--- config.mk ---
export PLATFORM = sky130hd
export DESIGN_NAME = morse_keyer_tone_timer
export DESIGN_NICKNAME = d
export VERILOG_FILES = /design/src/hw/rtl/mkt_pkg.sv /design/src/hw/rtl/mkt_front.sv /design/src/hw/rtl/mkt_back.sv /design/src/hw/rtl/mkt_res_q.sv /design/src/hw/rtl/morse_keyer_tone_timer.sv
export VERILOG_INCLUDE_DIRS = /design/src /design/src/hw/rtl
export SDC_FILE = /design/constraint.sdc
export NUM_CORES = 1
export LEC_CHECK = 0
export BUFFER_PORTS_ARGS = -buffer_cell sky130_fd_sc_hd__buf_2
export CAP_MARGIN = 15
export CORE_ASPECT_RATIO = 0.8
export CORE_UTILIZATION = 60
export CTS_CLUSTER_DIAMETER = 80
export DETAILED_ROUTE_END_ITERATION = 8
export GPL_ROUTABILITY_DRIVEN = 0
export PLACE_DENSITY = 0.77
export SYNTH_ARGS = -nofsm -noshare
export SYNTH_HDL_FRONTEND = slang
export SYNTH_SLANG_ARGS = --single-unit
--- constraint.sdc ---
create_clock -name clk -period 3.25 [get_ports clk]
set_input_delay 0.65 -clock clk [delete_from_list [all_inputs] [get_ports clk]]
set_output_delay 0.65 -clock clk [all_outputs]
set_load 0.01 [all_outputs]
--- src/hw/rtl/assert_macros.svh ---
// ----------------------------------------------------------------------------
// Assertion macros
// Shared concurrent assertion wrappers for the keyer RTL.
// ----------------------------------------------------------------------------
`ifndef ASSERT_MACROS_SVH
`define ASSERT_MACROS_SVH

// Property checked on every rising edge, off while reset is asserted.
`define ASSERT_PROP(lbl, clk, rst_n, prop, msg) \
	lbl: assert property (@(posedge clk) disable iff (!rst_n) prop) else $error(msg);

// Condition that must never be seen on a rising edge.
`define ASSERT_NEVER(lbl, clk, rst_n, cond, msg) \
	`ASSERT_PROP(lbl, clk, rst_n, !(cond), msg)

`endif

--- src/hw/rtl/mkt_pkg.sv ---
// ----------------------------------------------------------------------------
// mkt_pkg
// Types and constants shared by the Morse keyer modules.
// ----------------------------------------------------------------------------
`timescale 1ns / 1ps

package mkt_pkg;

	localparam int QUEUE_DEPTH_DEF = 16;
	localparam int PHASE_BITS_DEF  = 10;
	localparam int BUF_DEPTH       = 2;

	localparam int CODE_W    = 8;
	localparam int TIMER_W   = 16;
	localparam int UNIT_W    = 13;
	localparam int STEP_W    = 10;
	localparam int CFG_IDX_W = 2;
	localparam int CFG_DAT_W = 13;

	localparam logic [UNIT_W-1:0] UNIT_TICKS_RST = 13'd450;
	localparam logic [STEP_W-1:0] PHASE_STEP_RST = 10'd104;

	typedef enum logic [CFG_IDX_W-1:0] {
		CFG_UNIT_TICKS = 2'd0,
		CFG_PHASE_STEP = 2'd1
	} cfg_idx_t;

	typedef enum logic [1:0] {
		KIND_TICK     = 2'd0,
		KIND_SYMBOL   = 2'd1,
		KIND_WORD_GAP = 2'd2
	} kind_t;

	typedef struct packed {
		kind_t             kind;
		logic [CODE_W-1:0] code;
	} item_t;

endpackage

--- src/hw/rtl/mkt_front.sv ---
// ----------------------------------------------------------------------------
// mkt_front
// Input queue: takes pushes, classifies them, holds them for the back end.
// ----------------------------------------------------------------------------
`timescale 1ns / 1ps
`include "assert_macros.svh"

module mkt_front import mkt_pkg::*; (
	input  logic              clk,
	input  logic              arst_n,
	input  logic              push,
	output logic              full,
	input  logic              action,
	input  logic [CODE_W-1:0] symbol_code,
	input  logic              is_word_gap,
	output logic              item_valid,
	output item_t             item,
	input  logic              item_take
);

	localparam int IW = (BUF_DEPTH > 1) ? $clog2(BUF_DEPTH) : 1;
	localparam int CW = $clog2(BUF_DEPTH + 1);

	item_t         buf_q [BUF_DEPTH];
	logic [IW-1:0] wr_idx_q;
	logic [IW-1:0] rd_idx_q;
	logic [CW-1:0] cnt_q;
	item_t         new_item;
	logic          wr;
	logic          rd;

	always_comb begin
		new_item.code = symbol_code;
		if (!action) begin
			new_item.kind = KIND_TICK;
		end else if (is_word_gap) begin
			new_item.kind = KIND_WORD_GAP;
		end else begin
			new_item.kind = KIND_SYMBOL;
		end
	end

	assign full       = (cnt_q == CW'(BUF_DEPTH));
	assign wr         = push && !full;
	assign item_valid = (cnt_q != '0);
	assign item       = buf_q[rd_idx_q];
	assign rd         = item_take && item_valid;

	always_ff @(posedge clk) begin
		if (wr) begin
			buf_q[wr_idx_q] <= new_item;
		end
	end

	always_ff @(posedge clk or negedge arst_n) begin
		if (!arst_n) begin
			wr_idx_q <= '0;
			rd_idx_q <= '0;
			cnt_q    <= '0;
		end else begin
			if (wr) begin
				wr_idx_q <= (wr_idx_q == IW'(BUF_DEPTH - 1)) ? '0 : wr_idx_q + 1'b1;
			end
			if (rd) begin
				rd_idx_q <= (rd_idx_q == IW'(BUF_DEPTH - 1)) ? '0 : rd_idx_q + 1'b1;
			end
			cnt_q <= cnt_q + CW'(wr) - CW'(rd);
		end
	end

	`ASSERT_NEVER(a_front_cnt_bound, clk, arst_n, cnt_q > CW'(BUF_DEPTH), "front queue over depth")

endmodule

--- src/hw/rtl/mkt_back.sv ---
// ----------------------------------------------------------------------------
// mkt_back
// Keyer engine: symbol ring, element sequencing, tone and silence timers.
// ----------------------------------------------------------------------------
`timescale 1ns / 1ps
`include "assert_macros.svh"

module mkt_back import mkt_pkg::*; #(
	parameter int QUEUE_DEPTH = QUEUE_DEPTH_DEF,
	parameter int PHASE_BITS  = PHASE_BITS_DEF
) (
	input  logic                  clk,
	input  logic                  arst_n,
	input  logic [UNIT_W-1:0]     unit_ticks,
	input  logic [STEP_W-1:0]     phase_step,
	input  logic                  item_valid,
	input  item_t                 item,
	output logic                  item_take,
	input  logic                  res_space,
	output logic                  res_valid,
	output logic                  res_tone_on,
	output logic [PHASE_BITS-1:0] res_phase,
	output logic                  res_dropped
);

	localparam int AW    = $clog2(QUEUE_DEPTH);
	localparam int SUM_W = (PHASE_BITS > STEP_W) ? PHASE_BITS : STEP_W;
	localparam int ENT_W = CODE_W + 1;

	logic [ENT_W-1:0]      sym_mem_q [QUEUE_DEPTH];
	logic [ENT_W-1:0]      head_q;
	logic [AW-1:0]         rd_ptr_q, rd_ptr_d;
	logic [AW-1:0]         wr_ptr_q, wr_ptr_d;
	logic [AW-1:0]         wr_ptr_nx, rd_ptr_nx;
	logic [TIMER_W-1:0]    tone_cnt_q, tone_cnt_d;
	logic [TIMER_W-1:0]    sil_cnt_q, sil_cnt_d;
	logic [CODE_W-1:0]     pat_q, pat_d, pat_shr;
	logic [PHASE_BITS-1:0] phase_q, phase_d;
	logic [SUM_W-1:0]      phase_sum;
	logic [TIMER_W-1:0]    u1, u3, u7;
	logic [ENT_W-1:0]      wr_word;
	logic                  fire, q_full, q_empty, wr_en, sounding, refused;

	assign fire      = item_valid && res_space;
	assign item_take = fire;

	assign wr_ptr_nx = (wr_ptr_q == AW'(QUEUE_DEPTH - 1)) ? '0 : wr_ptr_q + 1'b1;
	assign rd_ptr_nx = (rd_ptr_q == AW'(QUEUE_DEPTH - 1)) ? '0 : rd_ptr_q + 1'b1;
	assign q_full    = (wr_ptr_nx == rd_ptr_q);
	assign q_empty   = (wr_ptr_q == rd_ptr_q);

	// unit multiples by shift and add or subtract; 7 * 8191 still fits the timer width
	assign u1 = TIMER_W'(unit_ticks);
	assign u3 = u1 + {u1[TIMER_W-2:0], 1'b0};
	assign u7 = {u1[TIMER_W-4:0], 3'b000} - u1;

	assign phase_sum = SUM_W'(phase_q) + SUM_W'(phase_step);
	assign pat_shr   = pat_q >> 1;
	assign wr_word   = {item.kind == KIND_WORD_GAP, item.code};

	always_comb begin
		rd_ptr_d   = rd_ptr_q;
		wr_ptr_d   = wr_ptr_q;
		tone_cnt_d = tone_cnt_q;
		sil_cnt_d  = sil_cnt_q;
		pat_d      = pat_q;
		phase_d    = phase_q;
		wr_en      = 1'b0;
		sounding   = 1'b0;
		refused    = 1'b0;
		if (fire) begin
			if (item.kind != KIND_TICK) begin
				if (q_full) begin
					refused = 1'b1;
				end else begin
					wr_en    = 1'b1;
					wr_ptr_d = wr_ptr_nx;
				end
			end else if (tone_cnt_q != '0) begin
				phase_d    = phase_sum[PHASE_BITS-1:0];
				tone_cnt_d = tone_cnt_q - 1'b1;
				sounding   = 1'b1;
			end else if (sil_cnt_q != '0) begin
				sil_cnt_d = sil_cnt_q - 1'b1;
			end else if (pat_q != '0) begin
				tone_cnt_d = pat_q[0] ? u3 : u1;
				// last element of a character gets the letter gap
				if (pat_shr == CODE_W'(1)) begin
					sil_cnt_d = u3;
					pat_d     = '0;
				end else begin
					sil_cnt_d = u1;
					pat_d     = pat_shr;
				end
			end else if (!q_empty) begin
				rd_ptr_d = rd_ptr_nx;
				if (head_q[CODE_W]) begin
					sil_cnt_d = u7;
					pat_d     = '0;
				end else if (head_q[CODE_W-1:1] == '0) begin
					pat_d = '0;
				end else begin
					pat_d = head_q[CODE_W-1:0];
				end
			end
		end
	end

	assign res_valid   = fire;
	assign res_tone_on = sounding;
	assign res_phase   = phase_d;
	assign res_dropped = refused;

	// ring storage; head_q tracks the entry at the read pointer, with
	// write-through when the written slot is the one about to be read
	always_ff @(posedge clk) begin
		if (wr_en) begin
			sym_mem_q[wr_ptr_q] <= wr_word;
		end
		if (wr_en && (wr_ptr_q == rd_ptr_d)) begin
			head_q <= wr_word;
		end else begin
			head_q <= sym_mem_q[rd_ptr_d];
		end
	end

	always_ff @(posedge clk or negedge arst_n) begin
		if (!arst_n) begin
			rd_ptr_q   <= '0;
			wr_ptr_q   <= '0;
			tone_cnt_q <= '0;
			sil_cnt_q  <= '0;
			pat_q      <= '0;
			phase_q    <= '0;
		end else begin
			rd_ptr_q   <= rd_ptr_d;
			wr_ptr_q   <= wr_ptr_d;
			tone_cnt_q <= tone_cnt_d;
			sil_cnt_q  <= sil_cnt_d;
			pat_q      <= pat_d;
			phase_q    <= phase_d;
		end
	end

	`ASSERT_NEVER(a_back_pat_no_sentinel, clk, arst_n, pat_q == CODE_W'(1), "bare sentinel left in pattern")
	`ASSERT_PROP(a_back_push_advances, clk, arst_n, (fire && item.kind != KIND_TICK && !q_full) |=> (wr_ptr_q != $past(wr_ptr_q)), "accepted push did not advance write pointer")
	`ASSERT_PROP(a_back_deq_only_idle, clk, arst_n, (rd_ptr_q != $past(rd_ptr_q)) |-> $past(fire && item.kind == KIND_TICK && tone_cnt_q == '0 && sil_cnt_q == '0 && pat_q == '0), "dequeue while keyer busy")

endmodule

--- src/hw/rtl/mkt_res_q.sv ---
// ----------------------------------------------------------------------------
// mkt_res_q
// Result queue between the keyer engine and the result port.
// ----------------------------------------------------------------------------
`timescale 1ns / 1ps
`include "assert_macros.svh"

module mkt_res_q import mkt_pkg::*; #(
	parameter int PHASE_BITS = PHASE_BITS_DEF
) (
	input  logic                  clk,
	input  logic                  arst_n,
	input  logic                  wr,
	input  logic                  wr_tone_on,
	input  logic [PHASE_BITS-1:0] wr_phase,
	input  logic                  wr_dropped,
	output logic                  space,
	output logic                  empty,
	input  logic                  pop,
	output logic                  tone_on,
	output logic [PHASE_BITS-1:0] phase,
	output logic                  dropped
);

	localparam int IW = (BUF_DEPTH > 1) ? $clog2(BUF_DEPTH) : 1;
	localparam int CW = $clog2(BUF_DEPTH + 1);
	localparam int RW = PHASE_BITS + 2;

	logic [RW-1:0] buf_q [BUF_DEPTH];
	logic [IW-1:0] wr_idx_q;
	logic [IW-1:0] rd_idx_q;
	logic [CW-1:0] cnt_q;
	logic [RW-1:0] head;
	logic          rd;

	assign space = (cnt_q != CW'(BUF_DEPTH));
	assign empty = (cnt_q == '0);
	assign rd    = pop && !empty;
	assign head  = buf_q[rd_idx_q];

	assign tone_on = head[RW-1];
	assign phase   = head[RW-2:1];
	assign dropped = head[0];

	always_ff @(posedge clk) begin
		if (wr) begin
			buf_q[wr_idx_q] <= {wr_tone_on, wr_phase, wr_dropped};
		end
	end

	always_ff @(posedge clk or negedge arst_n) begin
		if (!arst_n) begin
			wr_idx_q <= '0;
			rd_idx_q <= '0;
			cnt_q    <= '0;
		end else begin
			if (wr) begin
				wr_idx_q <= (wr_idx_q == IW'(BUF_DEPTH - 1)) ? '0 : wr_idx_q + 1'b1;
			end
			if (rd) begin
				rd_idx_q <= (rd_idx_q == IW'(BUF_DEPTH - 1)) ? '0 : rd_idx_q + 1'b1;
			end
			cnt_q <= cnt_q + CW'(wr) - CW'(rd);
		end
	end

	`ASSERT_NEVER(a_resq_no_overflow, clk, arst_n, wr && cnt_q == CW'(BUF_DEPTH), "result written into full queue")

endmodule

--- src/hw/rtl/morse_keyer_tone_timer.sv ---
// ----------------------------------------------------------------------------
// morse_keyer_tone_timer
// Morse keyer: queued symbols are keyed out as timed tone and silence.
// ----------------------------------------------------------------------------
// Usage:
//   Input channel (push/full): one transaction per item. action=1 queues a
//   symbol (symbol_code, LSB first, 1=dah, sentinel above last element) or a
//   word gap (is_word_gap=1); action=0 is one timer tick.
//   Result channel (empty/pop): exactly one result per input item, in order:
//   tone_on, phase after the item, dropped (push refused, symbol ring full).
//   Config channel (cfg_valid/cfg_ready): cfg_index 0 = unit_ticks,
//   1 = phase_step, other indexes ignored; ready is always high. Write only
//   while the block is idle.
//   Result timing: a result is on the result ports in the cycle after its
//   item is taken, held in the registered result queue.
//   Throughput: one item per cycle while the result queue has room; every
//   item, push or tick, is a single pass through the keyer engine.
//   Reset: all queues empty, timers and phase zero, registers at defaults.
//   Stall: a blocked result side fills the two-entry result queue, then the
//   two-entry input queue, after which full rises; nothing is lost.
// ----------------------------------------------------------------------------
`timescale 1ns / 1ps

module morse_keyer_tone_timer import mkt_pkg::*; #(
	parameter int QUEUE_DEPTH = QUEUE_DEPTH_DEF,
	parameter int PHASE_BITS  = PHASE_BITS_DEF
) (
	input  logic                  clk,
	input  logic                  arst_n,
	// item input
	input  logic                  push,
	output logic                  full,
	input  logic                  action,
	input  logic [CODE_W-1:0]     symbol_code,
	input  logic                  is_word_gap,
	// results
	output logic                  empty,
	input  logic                  pop,
	output logic                  tone_on,
	output logic [PHASE_BITS-1:0] phase,
	output logic                  dropped,
	// register writes
	input  logic                  cfg_valid,
	output logic                  cfg_ready,
	input  logic [CFG_IDX_W-1:0]  cfg_index,
	input  logic [CFG_DAT_W-1:0]  cfg_data
);

	logic [UNIT_W-1:0]     unit_ticks_q;
	logic [STEP_W-1:0]     phase_step_q;
	logic                  item_valid;
	item_t                 item;
	logic                  item_take;
	logic                  res_space;
	logic                  res_valid;
	logic                  res_tone_on;
	logic [PHASE_BITS-1:0] res_phase;
	logic                  res_dropped;

	// register file: always ready, one write per transaction
	assign cfg_ready = 1'b1;

	always_ff @(posedge clk or negedge arst_n) begin
		if (!arst_n) begin
			unit_ticks_q <= UNIT_TICKS_RST;
			phase_step_q <= PHASE_STEP_RST;
		end else if (cfg_valid && cfg_ready) begin
			case (cfg_idx_t'(cfg_index))
				CFG_UNIT_TICKS: unit_ticks_q <= cfg_data[UNIT_W-1:0];
				CFG_PHASE_STEP: phase_step_q <= cfg_data[STEP_W-1:0];
				default: ;
			endcase
		end
	end

	// front: accept and classify
	mkt_front u_front (
		.clk         (clk),
		.arst_n      (arst_n),
		.push        (push),
		.full        (full),
		.action      (action),
		.symbol_code (symbol_code),
		.is_word_gap (is_word_gap),
		.item_valid  (item_valid),
		.item        (item),
		.item_take   (item_take)
	);

	// back: ring, sequencing, timers; fires when an item waits and the result queue has room
	mkt_back #(
		.QUEUE_DEPTH (QUEUE_DEPTH),
		.PHASE_BITS  (PHASE_BITS)
	) u_back (
		.clk         (clk),
		.arst_n      (arst_n),
		.unit_ticks  (unit_ticks_q),
		.phase_step  (phase_step_q),
		.item_valid  (item_valid),
		.item        (item),
		.item_take   (item_take),
		.res_space   (res_space),
		.res_valid   (res_valid),
		.res_tone_on (res_tone_on),
		.res_phase   (res_phase),
		.res_dropped (res_dropped)
	);

	// result queue decouples the engine from a stalled consumer
	mkt_res_q #(
		.PHASE_BITS (PHASE_BITS)
	) u_res_q (
		.clk        (clk),
		.arst_n     (arst_n),
		.wr         (res_valid),
		.wr_tone_on (res_tone_on),
		.wr_phase   (res_phase),
		.wr_dropped (res_dropped),
		.space      (res_space),
		.empty      (empty),
		.pop        (pop),
		.tone_on    (tone_on),
		.phase      (phase),
		.dropped    (dropped)
	);

endmodule
Word-level counts from Yosys, hierarchy flattened:

Memories as Yosys holds them, arrays and structs flattened. A register that Yosys moved wholly into a read port is not among the register bits.
Index checks and enable logic that the tools add are counted.
Widths: inputs -> output; s select.

* add/subtract/negate cells: 15
* $mul: 0
* divide/modulo/power cells: 0
* $lt $le $gt $ge: 0
* equality and inequality tests: 12
* shifts and indexed selects: 0
* mux-type cells: 46
* bitwise gates (word level): 4
* reductions and logical operators: 22

Operators with widths (count)
* $mux 16: 9
* $mux 4: 8
* $mux 8: 4
* $reduce_bool 16->1: 2
* $sub 16x1->16 const B: 2
* $mux 10: 3
* $mux 1: 19
* $sub 16x13->16: 1
* $add 13x14->15: 1
* $add 10x10->10: 1
* $reduce_and 5->1: 2
* $add 4x1->4 const B: 2
* $eq 4x4->1: 2
* $eq 4x4->1 const B: 2
* $reduce_bool 8->1: 1
* $eq 7x1->1 const B: 1
* $logic_not 7->1: 1
* $mux 7: 1
* $reduce_bool 2->1: 3
* $add 1x1->1 const B: 4
* $add 2x1->2: 2
* $eq 2x2->1 const B: 2
* $logic_and 1x1->1: 4
* $logic_not 2->1: 2
* 12 further kinds: 20

* register bits: 89
* latch bits: 0
* memory bits (writable): 188
* ROM bits: 0
* input bits: 30
* output and inout bits: 15
* logic and storage cells: 116
* memories kept: 3

Memories
* u_back.sym_mem_q: depth 16, bits a word 9, rd ports 1, clocked after Yosys merged registers in 1, wr ports 1, RTL line mkt_back.sv:30 `logic [ENT_W-1:0] sym_mem_q [QUEUE_DEPTH];`
* u_res_q.buf_q: depth 2, bits a word 12, rd ports 1, clocked after Yosys merged registers in 0, wr ports 1, RTL line mkt_res_q.sv:29 `logic [RW-1:0] buf_q [BUF_DEPTH];`
* u_front.buf_q: depth 2, bits a word 10, rd ports 1, clocked after Yosys merged registers in 0, wr ports 1, RTL line mkt_front.sv:24 `item_t buf_q [BUF_DEPTH];`

Longest topological paths before layout:

* word-level depth: 8
* mapped depth: 12
* depth with buffers taken out: 10

Hierarchy:

A second synthesis with hierarchy kept.

* cell total of the unflattened synthesis: 1052
* area total of the unflattened synthesis: 13701.9 um2

By module, submodules not included
* mkt_back: instances 1, cells each 893, area each 10762.8 um2, sequential area each 5855.6 um2
* mkt_res_q: instances 1, cells each 54, area each 1096.1 um2, sequential area each 820.8 um2
* mkt_front: instances 1, cells each 53, area each 943.4 um2, sequential area each 700.7 um2
* morse_keyer_tone_timer: instances 1, cells each 52, area each 899.6 um2, sequential area each 584.3 um2

Least setup slack after synthesis:

OpenSTA, ideal clock, no wires.

* path type: flip-flop to flip-flop
* from: register u_res_q.cnt_q[1]
* to: memory u_back.sym_mem_q[4][0] (netlist bit) (enable)
* setup time: 0.387 ns
* arrival: 2.478 ns
* required time: 2.863 ns
* path slack: 0.385 ns
* cell stages (with the launch flop): 9
* path buffers: 2
* clock period less this slack: 2.865 ns
* cells stage by stage: dfrtp_1 nor2b_1 or2_2 buf_2 or2_2 a41oi_1 clkbuf_1 nand2_1 nor3_1

* longest elaborated chain between the ends: 5

Ends and longest elaborated chain
* start, declared: RTL line mkt_res_q.sv:32 `logic [CW-1:0] cnt_q;`
* start signal, assigned: RTL line mkt_res_q.sv:63 `cnt_q <= cnt_q + CW'(wr) - CW'(rd);`
* $ne 2x2->1: RTL line mkt_res_q.sv:36 `assign space = (cnt_q != CW'(BUF_DEPTH));`
* $logic_and 1x1->1: RTL line mkt_back.sv:44 `assign fire = item_valid && res_space;`
* $mux 1: RTL line mkt_back.sv:71 `if (fire) begin`
* $mux 1: RTL line mkt_back.sv:117 `if (wr_en) begin`
* $mux 1 (not written as such): RTL line mkt_back.sv:118 `sym_mem_q[wr_ptr_q] <= wr_word;`
* end, declared: RTL line mkt_back.sv:30

No other way between the ends.

Worst setup path in the final report:

* from: register unit_ticks_q[4]
* to: register u_back.sil_cnt_q[15]

* longest elaborated chain between the ends: 5

Ends and longest elaborated chain
* start, declared: RTL line morse_keyer_tone_timer.sv:49 `logic [UNIT_W-1:0] unit_ticks_q;`
* start signal, assigned: RTL line morse_keyer_tone_timer.sv:69 `CFG_UNIT_TICKS: unit_ticks_q <= cfg_data[UNIT_W-1:0];`
* $sub 16x13->16: RTL line mkt_back.sv:55 `assign u7 = {u1[TIMER_W-4:0], 3'b000} - u1;`
* $mux 16: RTL line mkt_back.sv:97 `if (head_q[CODE_W]) begin`
* $mux 16: RTL line mkt_back.sv:95 `end else if (!q_empty) begin`
* $mux 16: RTL line mkt_back.sv:85 `end else if (pat_q != '0) begin`
* $mux 16: RTL line mkt_back.sv:83 `end else if (sil_cnt_q != '0) begin`
* end signal, assigned: RTL line mkt_back.sv:139 `sil_cnt_q <= sil_cnt_d;`
* end, declared: RTL line mkt_back.sv:36 `logic [TIMER_W-1:0] sil_cnt_q, sil_cnt_d;`

No other way between the ends. The select of a mux whose other input is x is not followed.
A chain may end at the register's enable or synchronous reset.

==> impl_metrics.csv <==
group,metric,value,unit
cts,clkTransAtPathRegs,60,ps
worst_setup_path,r2r-end,"u_back.sil_cnt_q[15]",
route,antenna_left,0,
power,p_switching,4930,µW
floorplanning,num_rows,49,
worst_setup_path,r2r_setup_slack,330,ps
grt,antenna_found_initial,1,
layout,layout_commonest_cell,"edfxtp_1",
power,pwr_density_cell,890,mW/mm²
timing,fmax,342,MHz
synth,syn-cell-area,0.0137,mm²
route,drc,0,
layout,final_nets,1232,
layout,stdcell_count,1479,
power,cellLeakagePower,0.00582,µW
power,vdd_drop_max,0.721,mV
cts,cts_tree,"built",
synth,synth_cell_types,75,
power,p_int,8700,µW
floorplanning,die_area,0.0234,mm²
placement,dpl.hpwl,21100,µm
route,wire_per_inst,20.5,µm
synth,synthArstFlopShare,0.317,
cts,clock_sink_count,281,
synth,synth.ff_latch_count,281,
timing,min_period_over_period,0.899,
cts,cts_resized,0,
timing,slew_viol_final,0,
layout,fill_cells,1565,
floorplanning,die_w,171,µm
timing,finalCriticalPeriod,2920,ps
timing,rsz0062_at_grt,"false",
cts,ctsHtreeMaxLevel,1,
synth,ys_warn_count,0,
timing,finalSetupViolCount,0,
cts,clockBufferDepth,3,
synth,synthFlopType,"edfxtp_1",
worst_setup_path,setup.worst_path.end_class,"flip-flop",
floorplanning,core-area,0.0224,mm²
route,vias_per_cell,6.20,
power,switching_share,0.362,
cts,worstSkewPairLatency,540,ps
timing,tightest_slew,815,ps
floorplanning,die_h,137,µm
placement,place_inst,1429,
timing,fin_ws,329,ps
synth,syn-num-nets,1156,
cts,cts_setup_buffers,0,
grt,grt.overflow.total,0,
floorplanning,initial_core_util,0.610,
timing,fin_skew,9.00,ps
floorplanning,boundaryPins,45,
run,maxCapViolCount,0,
worst_setup_path,path_class,"reg2reg",
grt,grt_pass1_vias,8794,
worst_setup_path,crit_fanout,6,
grt,grt_max_degree,47,
power,clkPwrFrac,0.221,
worst_setup_path,ff2ff_path_depth,10,
timing,tns,0,ps
synth,synth_enable_flop_cells,188,
power,p_seq_frac,0.409,
cts,cts_hold_buf,0,
worst_setup_path,critPathArrivalTime,3340,ps
worst_setup_path,cp.required,3670,ps
route,drtIter0Drc,923,
timing,relSlewSlack,0.455,
route,drt-pass1-iter-count,6,
outcome,status,"finished clean",
layout,layout_common_cells,"edfxtp_1, nand2_1, dfrtp_1",
worst_setup_path,rr_startpoint,"unit_ticks_q[4]",
grt,grt_util_all_layers,0.270,
grt,grt_pass1_wl,48200,µm
route,vias,9170,
timing,hold_viol_final,0,
cts,cts_made_buffers,27,
placement,pre_cts_slack,374,ps
min_path,min_path_type,"in2async",
route,drt-total-wl,30300,µm
synth,synth_cells,1076,
worst_setup_path,cp-start-kind,"flip-flop",
layout,drive_above_1_share,0.188,
layout,antenna_cells,0,
layout,final_util,0.682,
synth,ys_seq_area_frac,0.581,
placement,portBuffers,43,
synth,syn_area_per_cell,12.7,µm²
cts,cts-root-buf,"clkbuf_16",
power,power_frac_comb,0.370,
layout,syn_to_final_growth,11.7,%
## per-stage QoR
step | hold slack, ps | area, µm² | power [µW]
3_5_place_dp | 492 | 14500 | 10600
4_1_cts | 165 | 15300 | 13600
6_report | 146 | 15300 | 13600
3_3_place_gp | 479 | 14500 | 10400
5_1_grt | 185 | 15300 | 14400
2_1_floorplan | 354 | 13700 | 9060
## power by group through the flow
stage | Clock [µW] | Combinational, µW | Sequential [µW]
2_1_floorplan | 0 | 3650 | 5410
3_3_place_gp | 0 | 4870 | 5570
3_5_place_dp | 0 | 4970 | 5610
4_1_cts | 3050 | 5010 | 5560
5_1_grt | 3180 | 5570 | 5660
6_report | 3010 | 5040 | 5570
## worst max-delay path, stage by stage (launching register included)
cell and delay [ps]:
dfrtp_1 470, inv_1 100, ha_1 370, a21oi_1 180
o21ai_0 220, a2111oi_0 550, buf_4 210, o221ai_1 150
a21boi_0 300, xnor2_1 150, o21ai_0 90
## area by class of cell
class | count | area [µm²] | share of cell area
flip-flops and latches | 281 | 7960 | 0.520
repair buffers | 82 | 536 | 0.0350
clock inverters | 13 | 115 | 0.00752
well taps | 306 | 383 | 0.0250
inverters | 47 | 176 | 0.0115
multi-input cells | 713 | 5400 | 0.353
clock buffers | 37 | 733 | 0.0479
## metal layers
layer  vias up  GRT usage  routed length (µm)
met3        60     0.0466                2310
li1       4223          -                   -
met2       361      0.391               13200
met5         -          0                  13
met1      4524      0.424               14200
met4         2     0.0680                 649
## worst max path at each step
| stage | end | start | slack [ps] |
|---|---|---|---|
| 6_report | u_back.sil_cnt_q[15] | unit_ticks_q[4] | 330 |
| 4_1_cts | u_back.sil_cnt_q[15] | unit_ticks_q[4] | 350 |
| 5_1_grt | u_res_q.buf_q[1][6] | u_front.buf_q[0][8] | 100 |
| 3_5_place_dp | u_back.sil_cnt_q[15] | unit_ticks_q[4] | 370 |
| 3_3_place_gp | u_back.sil_cnt_q[15] | unit_ticks_q[4] | 430 |
| 2_1_floorplan | u_back.sym_mem_q[4][0] | u_res_q.cnt_q[1] | 390 |
## synth_stat cells, drive strengths merged, types with 13 or more instances
cell type | count | share of area
a211oi | 16 | 0.0088
a21oi | 53 | 0.019
a22oi | 16 | 0.0088
and3 | 13 | 0.0059
buf | 13 | 0.0064
clkbuf | 22 | 0.0060
dfrtp | 82 | 0.15
edfxtp | 188 | 0.41
ha | 48 | 0.044
inv | 46 | 0.013
mux2 | 36 | 0.030
mux2i | 13 | 0.0095
mux4 | 37 | 0.061
nand2 | 90 | 0.025
nand3 | 17 | 0.0062
nor2 | 71 | 0.019
nor3 | 35 | 0.013
o21ai | 72 | 0.026
xnor2 | 35 | 0.022
xor2 | 15 | 0.0096
## state kept, by name, indices dropped and copies added, names as in the netlist, named ones only
name               flops
u_back.sym_mem_q     144
u_res_q.buf_q         24
u_front.buf_q         20
u_back.sil_cnt_q      16
u_back.tone_cnt_q     16
unit_ticks_q          13
phase_step_q          10
u_back.phase_q        10
u_back.pat_q           8
u_back.rd_ptr_q        4
u_back.wr_ptr_q        4
u_front.cnt_q          2
u_res_q.cnt_q          2
u_front.rd_idx_q       1
u_front.wr_idx_q       1
u_res_q.rd_idx_q       1
u_res_q.wr_idx_q       1
## cells by family after synthesis
kind of cell,share of synthesized area
AND/OR/NAND/NOR,0.110
flip-flops,0.581
AO/OA/AOI/OAI,0.105
multiplexers,0.0999
buffers and inverters,0.0253
adder cells (fa/ha/maj),0.0468
XOR/XNOR,0.0320
other,0.000274
(Power assumes the default switching activity.)
